<file path="config.mk">
export PLATFORM = sky130hd
export DESIGN_NAME = fat_chain_block_allocator
export DESIGN_NICKNAME = d
export VERILOG_FILES = /design/src/design/fcba_pkg.sv /design/src/design/fcba_ram.sv /design/src/design/fat_chain_block_allocator.sv
export SDC_FILE = /design/constraint.sdc
export NUM_CORES = 1
export LEC_CHECK = 0
export BUFFER_PORTS_ARGS = -buffer_cell sky130_fd_sc_hd__buf_4
export CAP_MARGIN = 20
export CORE_MARGIN = 2
export CORE_UTILIZATION = 55
export CTS_CLUSTER_SIZE = 14
export DETAILED_ROUTE_END_ITERATION = 8
export PLACE_DENSITY = 0.81
export REMOVE_ABC_BUFFERS = 1
export SYNTH_ARGS = -nofsm -noshare
export SYNTH_HDL_FRONTEND = slang
export SYNTH_SLANG_ARGS = --single-unit
</file>
<file path="constraint.sdc">
create_clock -name aclk -period 18 [get_ports aclk]
set_input_delay 1.8 -clock aclk [delete_from_list [all_inputs] [get_ports aclk]]
set_output_delay 1.8 -clock aclk [all_outputs]
set_load 0.05 [all_outputs]
</file>
<file path="src/design/fcba_pkg.sv">
// Shared types, codes and constants of the FAT chain block allocator.
`timescale 1ns / 1ps

package fcba_pkg;

    localparam int DISK_MAX_DEF   = 64;
    localparam int NAME_COUNT_DEF = 26;
    localparam int CHUNK_BITS     = 8;

    localparam logic [7:0] LINK_END     = 8'hFF;
    localparam logic [7:0] START_EMPTY  = 8'hFF;
    localparam logic [7:0] START_ABSENT = 8'hFE;

    typedef enum logic [1:0] {
        CMD_FORMAT = 2'd0,
        CMD_CREATE = 2'd1,
        CMD_READ   = 2'd2,
        CMD_DELETE = 2'd3
    } cmd_t;

    typedef enum logic [2:0] {
        ST_OK          = 3'd0,
        ST_UNFORMATTED = 3'd1,
        ST_NOSPACE     = 3'd2,
        ST_NOTFOUND    = 3'd3,
        ST_INUSE       = 3'd4,
        ST_EMPTY       = 3'd5
    } status_t;

    typedef enum logic [3:0] {
        S_IDLE,
        S_COUNT,
        S_ALLOC,
        S_ALLOC_END,
        S_RD_ADDR,
        S_RD_EMIT,
        S_DL_ADDR,
        S_DL_STEP,
        S_REPLY
    } state_t;

    typedef struct packed {
        status_t     status;
        logic [5:0]  block_index;
        logic        block_valid;
        logic        last;
    } res_t;

endpackage

</file>
<file path="src/design/fcba_ram.sv">
// Generic single-write, single-read RAM with a registered read port.
`timescale 1ns / 1ps

module fcba_ram #(
    parameter int WIDTH = 8,
    parameter int DEPTH = 64
) (
    input  logic                     aclk,
    input  logic                     we,
    input  logic [$clog2(DEPTH)-1:0] waddr,
    input  logic [WIDTH-1:0]         wdata,
    input  logic [$clog2(DEPTH)-1:0] raddr,
    output logic [WIDTH-1:0]         rdata
);

    logic [WIDTH-1:0] mem [DEPTH];

    always_ff @(posedge aclk) begin
        if (we) begin
            mem[waddr] <= wdata;
        end
        rdata <= mem[raddr];
    end

endmodule

</file>
<file path="src/design/fat_chain_block_allocator.sv">
// Top level of the FAT chain block allocator: command sequencer, tables and result register.
`timescale 1ns / 1ps

// The block accepts one command at a time and drops s_ready until the last result of that
// command is loaded into the output register. Create sums the free count eight blocks per
// cycle, then one scan pass visits the blocks below the disk size in order until the request
// is met. Read passes through S_RD_ADDR for the registered read of the link memory, then
// gives one block per cycle as long as m_ready stays high. Delete likewise passes through
// S_DL_ADDR, then walks the chain in S_DL_STEP and frees each block.
module fat_chain_block_allocator
    import fcba_pkg::*;
#(
    parameter int DISK_MAX   = DISK_MAX_DEF,
    parameter int NAME_COUNT = NAME_COUNT_DEF
) (
    input  logic       aclk,
    input  logic       aresetn,
    input  logic       cfg_wr_en,
    input  logic [6:0] cfg_wr_data,
    input  logic       s_valid,
    output logic       s_ready,
    input  logic [1:0] s_cmd,
    input  logic [4:0] s_file_name,
    input  logic [6:0] s_block_count,
    output logic       m_valid,
    input  logic       m_ready,
    output logic [2:0] m_status,
    output logic [5:0] m_block_index,
    output logic       m_block_valid,
    output logic       m_last
);

    localparam int AW     = $clog2(DISK_MAX);
    localparam int SW     = $clog2(DISK_MAX + 1);
    localparam int NIW    = (NAME_COUNT > 1) ? $clog2(NAME_COUNT) : 1;
    localparam int NCHUNK = (DISK_MAX + CHUNK_BITS - 1) / CHUNK_BITS;
    localparam int CW     = (NCHUNK > 1) ? $clog2(NCHUNK) : 1;
    localparam int PW     = $clog2(NCHUNK * CHUNK_BITS);
    localparam logic [6:0] DISK_MAX_W = 7'(DISK_MAX);
    localparam logic [7:0] DISK_MAX_B = 8'(DISK_MAX);

    state_t           state_reg, state_next;
    logic [6:0]       disk_blocks_reg;
    logic [DISK_MAX-1:0] used_reg, used_next;
    logic [7:0]       file_start_reg [NAME_COUNT];
    logic [NIW-1:0]   name_reg, name_next;
    logic [6:0]       count_reg, count_next;
    logic [6:0]       free_reg, free_next;
    logic [CW-1:0]    chunk_reg, chunk_next;
    logic [SW-1:0]    scan_reg, scan_next;
    logic [SW-1:0]    steps_reg, steps_next;
    logic [AW-1:0]    pos_reg, pos_next;
    logic [AW-1:0]    prev_reg, prev_next;
    logic             have_prev_reg, have_prev_next;
    logic [AW-1:0]    start_reg, start_next;
    status_t          rep_status_reg, rep_status_next;
    logic [5:0]       rep_block_reg, rep_block_next;
    logic             rep_valid_reg, rep_valid_next;

    logic             m_valid_reg;
    res_t             m_data_reg;
    logic             out_free;
    logic             out_load;
    res_t             out_data;

    logic             fs_clear;
    logic             fs_we;
    logic [NIW-1:0]   fs_idx;
    logic [7:0]       fs_wdata;

    logic             ram_we;
    logic [AW-1:0]    ram_waddr;
    logic [7:0]       ram_wdata;
    logic [AW-1:0]    ram_raddr;
    logic [7:0]       ram_rdata;

    logic [6:0]       sz;
    logic [NIW-1:0]   name_idx;
    logic             name_ok;
    logic [7:0]       start_val;
    logic [NCHUNK*CHUNK_BITS-1:0] used_pad;
    logic [PW-1:0]    chunk_base;
    logic [CHUNK_BITS-1:0] chunk_used;
    logic [3:0]       chunk_cnt;
    logic             walk_end;

    assign sz        = (disk_blocks_reg > DISK_MAX_W) ? DISK_MAX_W : disk_blocks_reg;
    assign name_idx  = s_file_name[NIW-1:0];
    assign name_ok   = (s_file_name < 5'(NAME_COUNT));
    assign start_val = file_start_reg[name_idx];
    assign out_free  = !m_valid_reg || m_ready;
    assign walk_end  = (ram_rdata >= DISK_MAX_B) || ((steps_reg + 1'b1) >= SW'(DISK_MAX));
    assign s_ready   = (state_reg == S_IDLE);

    always_comb begin
        used_pad = '1;
        used_pad[DISK_MAX-1:0] = used_reg;
        chunk_base = PW'({chunk_reg, 3'b000});
        chunk_used = used_pad[chunk_base +: CHUNK_BITS];
        chunk_cnt = '0;
        for (int b = 0; b < CHUNK_BITS; b++) begin
            if (!chunk_used[b] && ((7'(chunk_base) + 7'(b)) < sz)) begin
                chunk_cnt = chunk_cnt + 4'd1;
            end
        end
    end

    fcba_ram #(
        .WIDTH(8),
        .DEPTH(DISK_MAX)
    ) u_link_ram (
        .aclk  (aclk),
        .we    (ram_we),
        .waddr (ram_waddr),
        .wdata (ram_wdata),
        .raddr (ram_raddr),
        .rdata (ram_rdata)
    );

    always_comb begin
        state_next      = state_reg;
        used_next       = used_reg;
        name_next       = name_reg;
        count_next      = count_reg;
        free_next       = free_reg;
        chunk_next      = chunk_reg;
        scan_next       = scan_reg;
        steps_next      = steps_reg;
        pos_next        = pos_reg;
        prev_next       = prev_reg;
        have_prev_next  = have_prev_reg;
        start_next      = start_reg;
        rep_status_next = rep_status_reg;
        rep_block_next  = rep_block_reg;
        rep_valid_next  = rep_valid_reg;
        fs_clear        = 1'b0;
        fs_we           = 1'b0;
        fs_idx          = name_reg;
        fs_wdata        = START_ABSENT;
        ram_we          = 1'b0;
        ram_waddr       = prev_reg;
        ram_wdata       = LINK_END;
        ram_raddr       = pos_reg;
        out_load        = 1'b0;
        out_data        = '{status: ST_OK, block_index: 6'd0, block_valid: 1'b0, last: 1'b1};

        unique case (state_reg)
            S_IDLE: begin
                if (s_valid) begin
                    name_next       = name_idx;
                    count_next      = s_block_count;
                    free_next       = '0;
                    chunk_next      = '0;
                    steps_next      = '0;
                    pos_next        = start_val[AW-1:0];
                    rep_status_next = ST_OK;
                    rep_block_next  = '0;
                    rep_valid_next  = 1'b0;
                    state_next      = S_REPLY;
                    if (cmd_t'(s_cmd) == CMD_FORMAT) begin
                        used_next = '0;
                        fs_clear  = 1'b1;
                        rep_status_next = (sz == 7'd0) ? ST_UNFORMATTED : ST_OK;
                    end else if (sz == 7'd0) begin
                        rep_status_next = ST_UNFORMATTED;
                    end else if (cmd_t'(s_cmd) == CMD_CREATE) begin
                        if (!name_ok || start_val != START_ABSENT) begin
                            rep_status_next = ST_INUSE;
                        end else begin
                            state_next = S_COUNT;
                        end
                    end else if (!name_ok || start_val == START_ABSENT) begin
                        rep_status_next = ST_NOTFOUND;
                    end else if (start_val >= DISK_MAX_B) begin
                        if (cmd_t'(s_cmd) == CMD_READ) begin
                            rep_status_next = ST_EMPTY;
                        end else begin
                            fs_we  = 1'b1;
                            fs_idx = name_idx;
                        end
                    end else if (cmd_t'(s_cmd) == CMD_READ) begin
                        state_next = S_RD_ADDR;
                    end else begin
                        state_next = S_DL_ADDR;
                    end
                end
            end
            S_COUNT: begin
                free_next  = free_reg + 7'(chunk_cnt);
                chunk_next = chunk_reg + 1'b1;
                if (chunk_reg == CW'(NCHUNK - 1)) begin
                    if (count_reg > free_next) begin
                        rep_status_next = ST_NOSPACE;
                        state_next      = S_REPLY;
                    end else begin
                        scan_next      = '0;
                        have_prev_next = 1'b0;
                        state_next     = S_ALLOC;
                    end
                end
            end
            S_ALLOC: begin
                if (count_reg == 7'd0 || 7'(scan_reg) == sz) begin
                    state_next = S_ALLOC_END;
                end else begin
                    scan_next = scan_reg + 1'b1;
                    if (!used_reg[scan_reg[AW-1:0]]) begin
                        used_next[scan_reg[AW-1:0]] = 1'b1;
                        if (have_prev_reg) begin
                            ram_we    = 1'b1;
                            ram_wdata = 8'(scan_reg);
                        end else begin
                            start_next = scan_reg[AW-1:0];
                        end
                        prev_next      = scan_reg[AW-1:0];
                        have_prev_next = 1'b1;
                        count_next     = count_reg - 7'd1;
                    end
                end
            end
            S_ALLOC_END: begin
                fs_we      = 1'b1;
                state_next = S_REPLY;
                if (have_prev_reg) begin
                    ram_we         = 1'b1;
                    fs_wdata       = 8'(start_reg);
                    rep_block_next = 6'(start_reg);
                    rep_valid_next = 1'b1;
                end else begin
                    fs_wdata = START_EMPTY;
                end
            end
            S_RD_ADDR: begin
                state_next = S_RD_EMIT;
            end
            S_RD_EMIT: begin
                if (out_free) begin
                    out_load = 1'b1;
                    out_data = '{status: ST_OK, block_index: 6'(pos_reg),
                                 block_valid: 1'b1, last: walk_end};
                    if (walk_end) begin
                        state_next = S_IDLE;
                    end else begin
                        pos_next   = ram_rdata[AW-1:0];
                        ram_raddr  = ram_rdata[AW-1:0];
                        steps_next = steps_reg + 1'b1;
                    end
                end
            end
            S_DL_ADDR: begin
                state_next = S_DL_STEP;
            end
            S_DL_STEP: begin
                used_next[pos_reg] = 1'b0;
                if (walk_end) begin
                    fs_we      = 1'b1;
                    state_next = S_REPLY;
                end else begin
                    pos_next   = ram_rdata[AW-1:0];
                    ram_raddr  = ram_rdata[AW-1:0];
                    steps_next = steps_reg + 1'b1;
                end
            end
            S_REPLY: begin
                if (out_free) begin
                    out_load   = 1'b1;
                    out_data   = '{status: rep_status_reg, block_index: rep_block_reg,
                                   block_valid: rep_valid_reg, last: 1'b1};
                    state_next = S_IDLE;
                end
            end
            default: begin
                state_next = S_IDLE;
            end
        endcase
    end

    always_ff @(posedge aclk) begin
        if (!aresetn) begin
            state_reg       <= S_IDLE;
            disk_blocks_reg <= '0;
            used_reg        <= '0;
            m_valid_reg     <= 1'b0;
        end else begin
            state_reg <= state_next;
            used_reg  <= used_next;
            if (cfg_wr_en) begin
                disk_blocks_reg <= cfg_wr_data;
            end
            if (out_load) begin
                m_valid_reg <= 1'b1;
            end else if (m_ready) begin
                m_valid_reg <= 1'b0;
            end
        end
    end

    always_ff @(posedge aclk) begin
        if (!aresetn) begin
            for (int n = 0; n < NAME_COUNT; n++) begin
                file_start_reg[n] <= START_ABSENT;
            end
        end else if (fs_clear) begin
            for (int n = 0; n < NAME_COUNT; n++) begin
                file_start_reg[n] <= START_ABSENT;
            end
        end else if (fs_we) begin
            file_start_reg[fs_idx] <= fs_wdata;
        end
    end

    always_ff @(posedge aclk) begin
        name_reg       <= name_next;
        count_reg      <= count_next;
        free_reg       <= free_next;
        chunk_reg      <= chunk_next;
        scan_reg       <= scan_next;
        steps_reg      <= steps_next;
        pos_reg        <= pos_next;
        prev_reg       <= prev_next;
        have_prev_reg  <= have_prev_next;
        start_reg      <= start_next;
        rep_status_reg <= rep_status_next;
        rep_block_reg  <= rep_block_next;
        rep_valid_reg  <= rep_valid_next;
        if (out_load) begin
            m_data_reg <= out_data;
        end
    end

    assign m_valid       = m_valid_reg;
    assign m_status      = m_data_reg.status;
    assign m_block_index = m_data_reg.block_index;
    assign m_block_valid = m_data_reg.block_valid;
    assign m_last        = m_data_reg.last;

    a_busy_after_accept: assert property (@(posedge aclk) disable iff (!aresetn)
        s_valid && s_ready |=> !s_ready)
        else $error("Block stayed ready after taking a command.");

    a_ram_write_in_alloc: assert property (@(posedge aclk) disable iff (!aresetn)
        ram_we |-> (state_reg == S_ALLOC || state_reg == S_ALLOC_END))
        else $error("Link memory written outside allocation.");

    a_alloc_stops_at_zero: assert property (@(posedge aclk) disable iff (!aresetn)
        state_reg == S_ALLOC && count_reg == 7'd0 |=> state_reg == S_ALLOC_END)
        else $error("Allocation continued after the request was met.");

    a_partial_only_on_read: assert property (@(posedge aclk) disable iff (!aresetn)
        out_load && !out_data.last |-> state_reg == S_RD_EMIT)
        else $error("Non-final result produced outside a chain read.");

    a_no_overwrite: assert property (@(posedge aclk) disable iff (!aresetn)
        out_load |-> out_free)
        else $error("Result register loaded while holding an untaken transfer.");

endmodule
</file>
# Word level (Yosys, flattened, before mapping)
# Memories as Yosys holds them, arrays and structs flattened. A register that Yosys moved wholly into a read port is not among the register bits.
# Index checks and enable logic that the tools add are counted.
[totals]
ff_bits = 152
memories = 2
ramBits = 720
elab_cells = 326
inputBits = 26
[op_classes]
n_reduce_logical = 51
n_eq_ne = 27
add_sub_neg = 19
bitwise_logic = 32
n_mux = 155
order_cmp = 18
shift = 1
[mem_list]
columns = ["name", "depth", "width", "rd", "rd_clocked_by_memory_dff", "wr", "line_no", "rtl"]
rows = [
  ["u_link_ram.mem", 64, 8, 1, 1, 1, "fcba_ram.sv:16", "logic [WIDTH-1:0] mem [DEPTH];"],
  ["file_start_reg", 26, 8, 1, 0, 26, "fat_chain_block_allocator.sv:45", "logic [7:0] file_start_reg [NAME_COUNT];"],
]
[op_table]
columns = ["operator", "n"]
rows = [
  ["two-way mux 8 bit", 34],
  ["two-way mux 64 bit", 4],
  ["one-hot mux 64 bit (3 select lines)", 1],
  ["two-way mux 4 bit", 21],
  ["two-way mux 7 bit", 10],
  ["AND 64 bit", 1],
  ["inverter 64 bit", 1],
  ["OR 64 bit", 1],
  ["variable part select 64 x 7 -> 8 bit", 1],
  ["< comparator 7 bit", 7],
  ["two-way mux 5 bit", 9],
  ["one-hot mux 7 bit (2 select lines)", 3],
  ["two-way mux 1 bit", 40],
  ["one-hot mux 4 bit (9 select lines)", 1],
  ["two-way mux 3 bit", 11],
  ["two-way mux 6 bit", 5],
  ["adder 4 x 1 -> 4 bit (second input constant)", 7],
  ["adder 6 x 3 -> 7 bit (second input constant)", 4],
  ["OR 1 bit", 26],
  ["inequality test 2 bit (second input constant)", 12],
  ["one-hot mux 6 bit (2 select lines)", 2],
  ["one-hot mux 11 bit (2 select lines)", 1],
  ["one-hot mux 7 bit (3 select lines)", 1],
  ["one-hot mux 6 bit (3 select lines)", 1],
  ["other kinds (48)", 99],
]

# Longest topological paths before layout
[logic_depth]
depth_word = 24
ltp_mapped = 38
mapped_depth_nobuf = 37

# Cells and area by module
# Synthesis repeated with hierarchy kept, for this count alone.
[hier_totals]
hier_cells = 2705
hier_area_um2 = 40129.7
[by_module_without_submodules]
columns = ["module", "cells_per_inst", "area_per_inst_um2", "instances"]
rows = [
  ["fcba_ram", 971, 20196.9, 1],
  ["fat_chain_block_allocator", 1734, 19932.9, 1],
]

# Worst setup path before layout
# Ideal clock, no wire load.
[synth_path]
path_kind = "reg2reg"
startpoint = "register chunk_reg[1]"
endpoint = "register scan_reg[0], enable pin"
n_path_buf = 2
slack_ps = 10341
stages_incl_launch_ff = 32
setup_ps = 381
arrival_time_ps = 7278
period_less_slack_ps = 7659
cell_sequence = "edfxtp_1 -> clkbuf_1 -> buf_1 -> mux4_2 -> mux2i_1 -> o311ai_0 -> inv_1 -> ha_1 -> xnor2_1 -> xnor2_1 -> mux2_2 -> ha_1 -> xnor2_1 -> nor2_1 -> a211oi_1 -> ha_1 -> mux2_2 -> ha_1 -> mux2_2 -> ha_1 -> a21o_1 -> a21oi_1 -> nor2b_1 -> o21ai_0 -> xor2_1 -> ha_1 -> and4_1 -> o21a_1 -> o31ai_1 -> and2_1 -> nand3_1 -> o21ai_0"
[synth_between]
elab_chain_cells = 22
[synth_rtl]
columns = ["element", "line_no", "rtl"]
rows = [
  ["start, declared", "fat_chain_block_allocator.sv:49", "logic [CW-1:0] chunk_reg, chunk_next;"],
  ["start signal, assigned", "fat_chain_block_allocator.sv:316", "chunk_reg <= chunk_next;"],
  ["variable part select 64 x 7 -> 8 bit", "fat_chain_block_allocator.sv:99", "chunk_used = used_pad[chunk_base +: CHUNK_BITS];"],
  ["logical NOT 1 bit", "fat_chain_block_allocator.sv:102", "if (!chunk_used[b] && ((7'(chunk_base) + 7'(b)) < sz)) begin"],
  ["logical AND 1 bit", "fat_chain_block_allocator.sv:102", ""],
  ["two-way mux 1 bit", "fat_chain_block_allocator.sv:102", ""],
  ["adder 4 x 1 -> 4 bit", "fat_chain_block_allocator.sv:103", "chunk_cnt = chunk_cnt + 4'd1;"],
  ["two-way mux 4 bit", "fat_chain_block_allocator.sv:102", ""],
  ["adder 4 x 1 -> 4 bit", "fat_chain_block_allocator.sv:103", ""],
  ["two-way mux 4 bit", "fat_chain_block_allocator.sv:102", ""],
  ["[... 6 more ...]", "--", ""],
  ["adder 4 x 1 -> 4 bit", "fat_chain_block_allocator.sv:103", ""],
  ["two-way mux 4 bit", "fat_chain_block_allocator.sv:102", ""],
  ["adder 4 x 1 -> 4 bit", "fat_chain_block_allocator.sv:103", ""],
  ["two-way mux 4 bit", "fat_chain_block_allocator.sv:102", ""],
  ["adder 7 x 4 -> 7 bit", "fat_chain_block_allocator.sv:189", "free_next = free_reg + 7'(chunk_cnt);"],
  ["greater-than comparator 7 bit", "fat_chain_block_allocator.sv:192", "if (count_reg > free_next) begin"],
  ["inequality test 2 bit (no source line)", "--", ""],
  ["AND reduction 4 bit (no source line) *", "--", ""],
  ["end signal, assigned", "fat_chain_block_allocator.sv:317", "scan_reg <= scan_next;"],
  ["end, declared", "fat_chain_block_allocator.sv:50", "logic [SW-1:0] scan_reg, scan_next;"],
]
# Mark *: on every way between the ends. The rest lies on a longest branch, timed or not.
# A chain may end at the register's enable or synchronous reset.

# Worst setup path after layout
[layout_path]
startpoint = "register chunk_reg[0]"
endpoint = "register scan_reg[6], enable pin"
# Same word-level chain as after synthesis.

==> out/summary.txt <==
status = complete, no violations
initial drt markers = 5116
PortBufs = 38
GRT Util Overall = 28.1%
wirelength, routed = 110000 µm
Max FO, Critical Path = 13
Synth Flop Type = edfxtp_1
Initial Util = 55.5%
Hold Slack = 0.523 ns
HPWL after detailed placement = 63500 µm
# setup viols final = 0
ys async rst share = 0%
die area = 77400 µm²
routed vias/inst = 6.86
Yosys top cell area share = 59.0%
number of library cell types mapped by synthesis = 81
Synth top cells by count = edfxtp_1, nand3_1, o21ai_0
Ant. Diodes = 0
WL per Instance = 25.3 µm
CTS Hold Bufs = 0
Num CTS Buffers = 92
TritonCTS clock tree = yes
Mapped Cells = 3336
Tcrit/Tclk final = 49.7%
Reg2Reg Depth = 30
Worst Min Path Start = used_pad[42]
Pleak = 0.0139 µW
most used cell, CP = ha_1
Vert. Die Dim = 278 µm
fin area = 45800 µm²
Multi-input gate area = 14200 µm²
power per cell area = 134 nW/µm²
clock latency on the worst-skew pair = 0.66 ns
register area = 26100 µm²
CP endpoint kind = flop
Slowest-stage cell, CP = edfxtp_1
synthesized area = 41300 µm²
placed insts = 4153
clock sink count = 896
Avg Inst Size Synth = 12.4 µm²
met1 Use GR = 38.2%
CTS H-Tree Depth = 3
clk buf depth = 3
WHS Path Cells = 2
Layout Nets = 3365
postcts setup bufs = 0
FILL cells = 5383
crit path launch type = flop
GR Overflow Total = 0
area grow syn2layout = 10.7%
Die X = 278 µm
CTS root buf = clkbuf_16
core area = 74400 µm²
post-synth top area cell = edfxtp_1
Min-Delay Path Class = reg -> reg
PostCTS Resize Cnt = 0
gp weighted congestion = 0.895
met3 Use GR = 6.03%
Largest register FFs = 512
count leader, synth = edfxtp_1
RSZ-0062 raised after global routing = false
row cnt = 100
Final min period = 8.94 ns
pin count of the biggest net entering global routing = 213
capturing point of the worst reg2reg path = scan_reg[6]
Setup Skew = 0.0333 ns
number of global-route vias before repair = 28500
GR peak layer = met2
first-pass GRT wire length = 169000 µm
Hold Fails Final Rpt = 0
worst reg-to-reg setup slack = 9.06 ns
Max Transition Viols Final = 0
TNS Setup = 0 ns
Final ANT Viol Nets = 0
total of max-cap violations = 0
antenna violations before repair = 2
Worst-Margin Slew = 1.11 ns
FMAX = 0.112 GHz
register area share after synthesis = 63.1%
Layout Cells excl Fill = 4353
Slew Limit Headroom = 25.9%
DRT Pass-1 Iters = 7
CP required = 18.25 ns
Synth area leaders = edfxtp_1, nand3_1, mux4_2
grt met2 use = 44.5%
crit path DAT = 9.19 ns
share of layout cells above drive strength 1 = 15.6%
number of synthesis warnings = 0
register bit count reported by yosys = 896
number of synthesized flops with an enable pin = 812
slowest cell delay on critical path = 0.81 ns
via count = 29900
hold endpoint = used_pad[42]
Placed Area = 42600 µm²
total power = 6130 µW
worst r2r src = chunk_reg[0]
I/O pin total = 39
clk slew on worst S/H paths = 0.06 ns
Max IR drop VDD = 0.269 mV
Crit Path Category = reg -> reg
Residual DRC = 0
-- power by group --
| part | total (µW) | switching (µW) | internal (µW) |
|---|---|---|---|
| clock | 1860 | 788 | 1070 |
| combinational | 1780 | 1100 | 684 |
| sequential | 2490 | 82.6 | 2400 |
-- critical path: cells and delay by family, from the launching register on --
kind            cells  cell delay, ns
compound gates      8            2.32
fa+ha+maj           7            2.17
xor+xnor            4            0.93
mux                 3            0.88
simple gates        6            0.87
flops               1            0.81
buf+inv             2            0.55
-- metrics by stage --
stage | utilization [%] | setup WS [ns]
3_5_place_dp | 57.3 | 9.13
5_1_grt | 61.5 | 8.28
2_1_floorplan | - | 7.38
6_report | 61.5 | 9.06
4_1_cts | 61.2 | 9.09
3_3_place_gp | 57.2 | 9.30
-- final cells by class --
| class | instances | area share [%] |
|---|---|---|
| Clock inverter | 41 | 0.801 |
| Timing Repair Buffer | 163 | 2.70 |
| Inverter | 41 | 0.336 |
| Tap cell | 969 | 2.65 |
| Clock buffer | 130 | 5.63 |
| Multi-Input combinational cell | 2113 | 30.9 |
| Sequential cell | 896 | 57.0 |
-- kinds of logic (layout without fill, tap and decap cells) --
| kind of cell | count (synthesis) | after routing | synth area share [%] |
|---|---|---|---|
| compound gates | 617 | 617 | 10.2 |
| mux | 152 | 152 | 6.57 |
| simple gates | 1276 | 1276 | 15.3 |
| fa+ha+maj | 32 | 32 | 0.987 |
| xor+xnor | 36 | 36 | 0.832 |
| buf+inv | 327 | 375 | 3.10 |
| flops | 896 | 896 | 63.1 |
-- layout by cell type, fill, tap and decap left out, types with 32 or more instances in the layout --
cell type / count
a21oi_1: 32
a41oi_1: 64
mux4_2: 92
a211oi_1: 68
inv_1: 37
buf_4: 124
clkbuf_16: 93
nand2_1: 277
mux2i_1: 35
nand3_1: 530
o221a_2: 62
nor2b_1: 32
edfxtp_1: 812
nor3_1: 118
and3_1: 70
o21ai_0: 300
dfxtp_1: 84
nor2_1: 96
-- metal layers --
layer  vias to the layer above  wire length, µm
met5                         -               17
met4                         2             5320
met3                       418            12800
met2                      2216            51700
met1                     14400            40300
li1                      12800                -
-- how the worst max path moves through the flow --
stage | slack [ns] | startpoint | endpoint
2_1_floorplan | 7.38 | m_ready | u_link_ram.rdata[0]
3_3_place_gp | 9.30 | chunk_reg[0] | scan_reg[2]
3_5_place_dp | 9.13 | chunk_reg[0] | scan_reg[2]
4_1_cts | 9.09 | chunk_reg[0] | scan_reg[3]
5_1_grt | 8.28 | chunk_reg[0] | scan_reg[5]
6_report | 9.06 | chunk_reg[0] | scan_reg[6]
(Power assumes the default switching activity.)
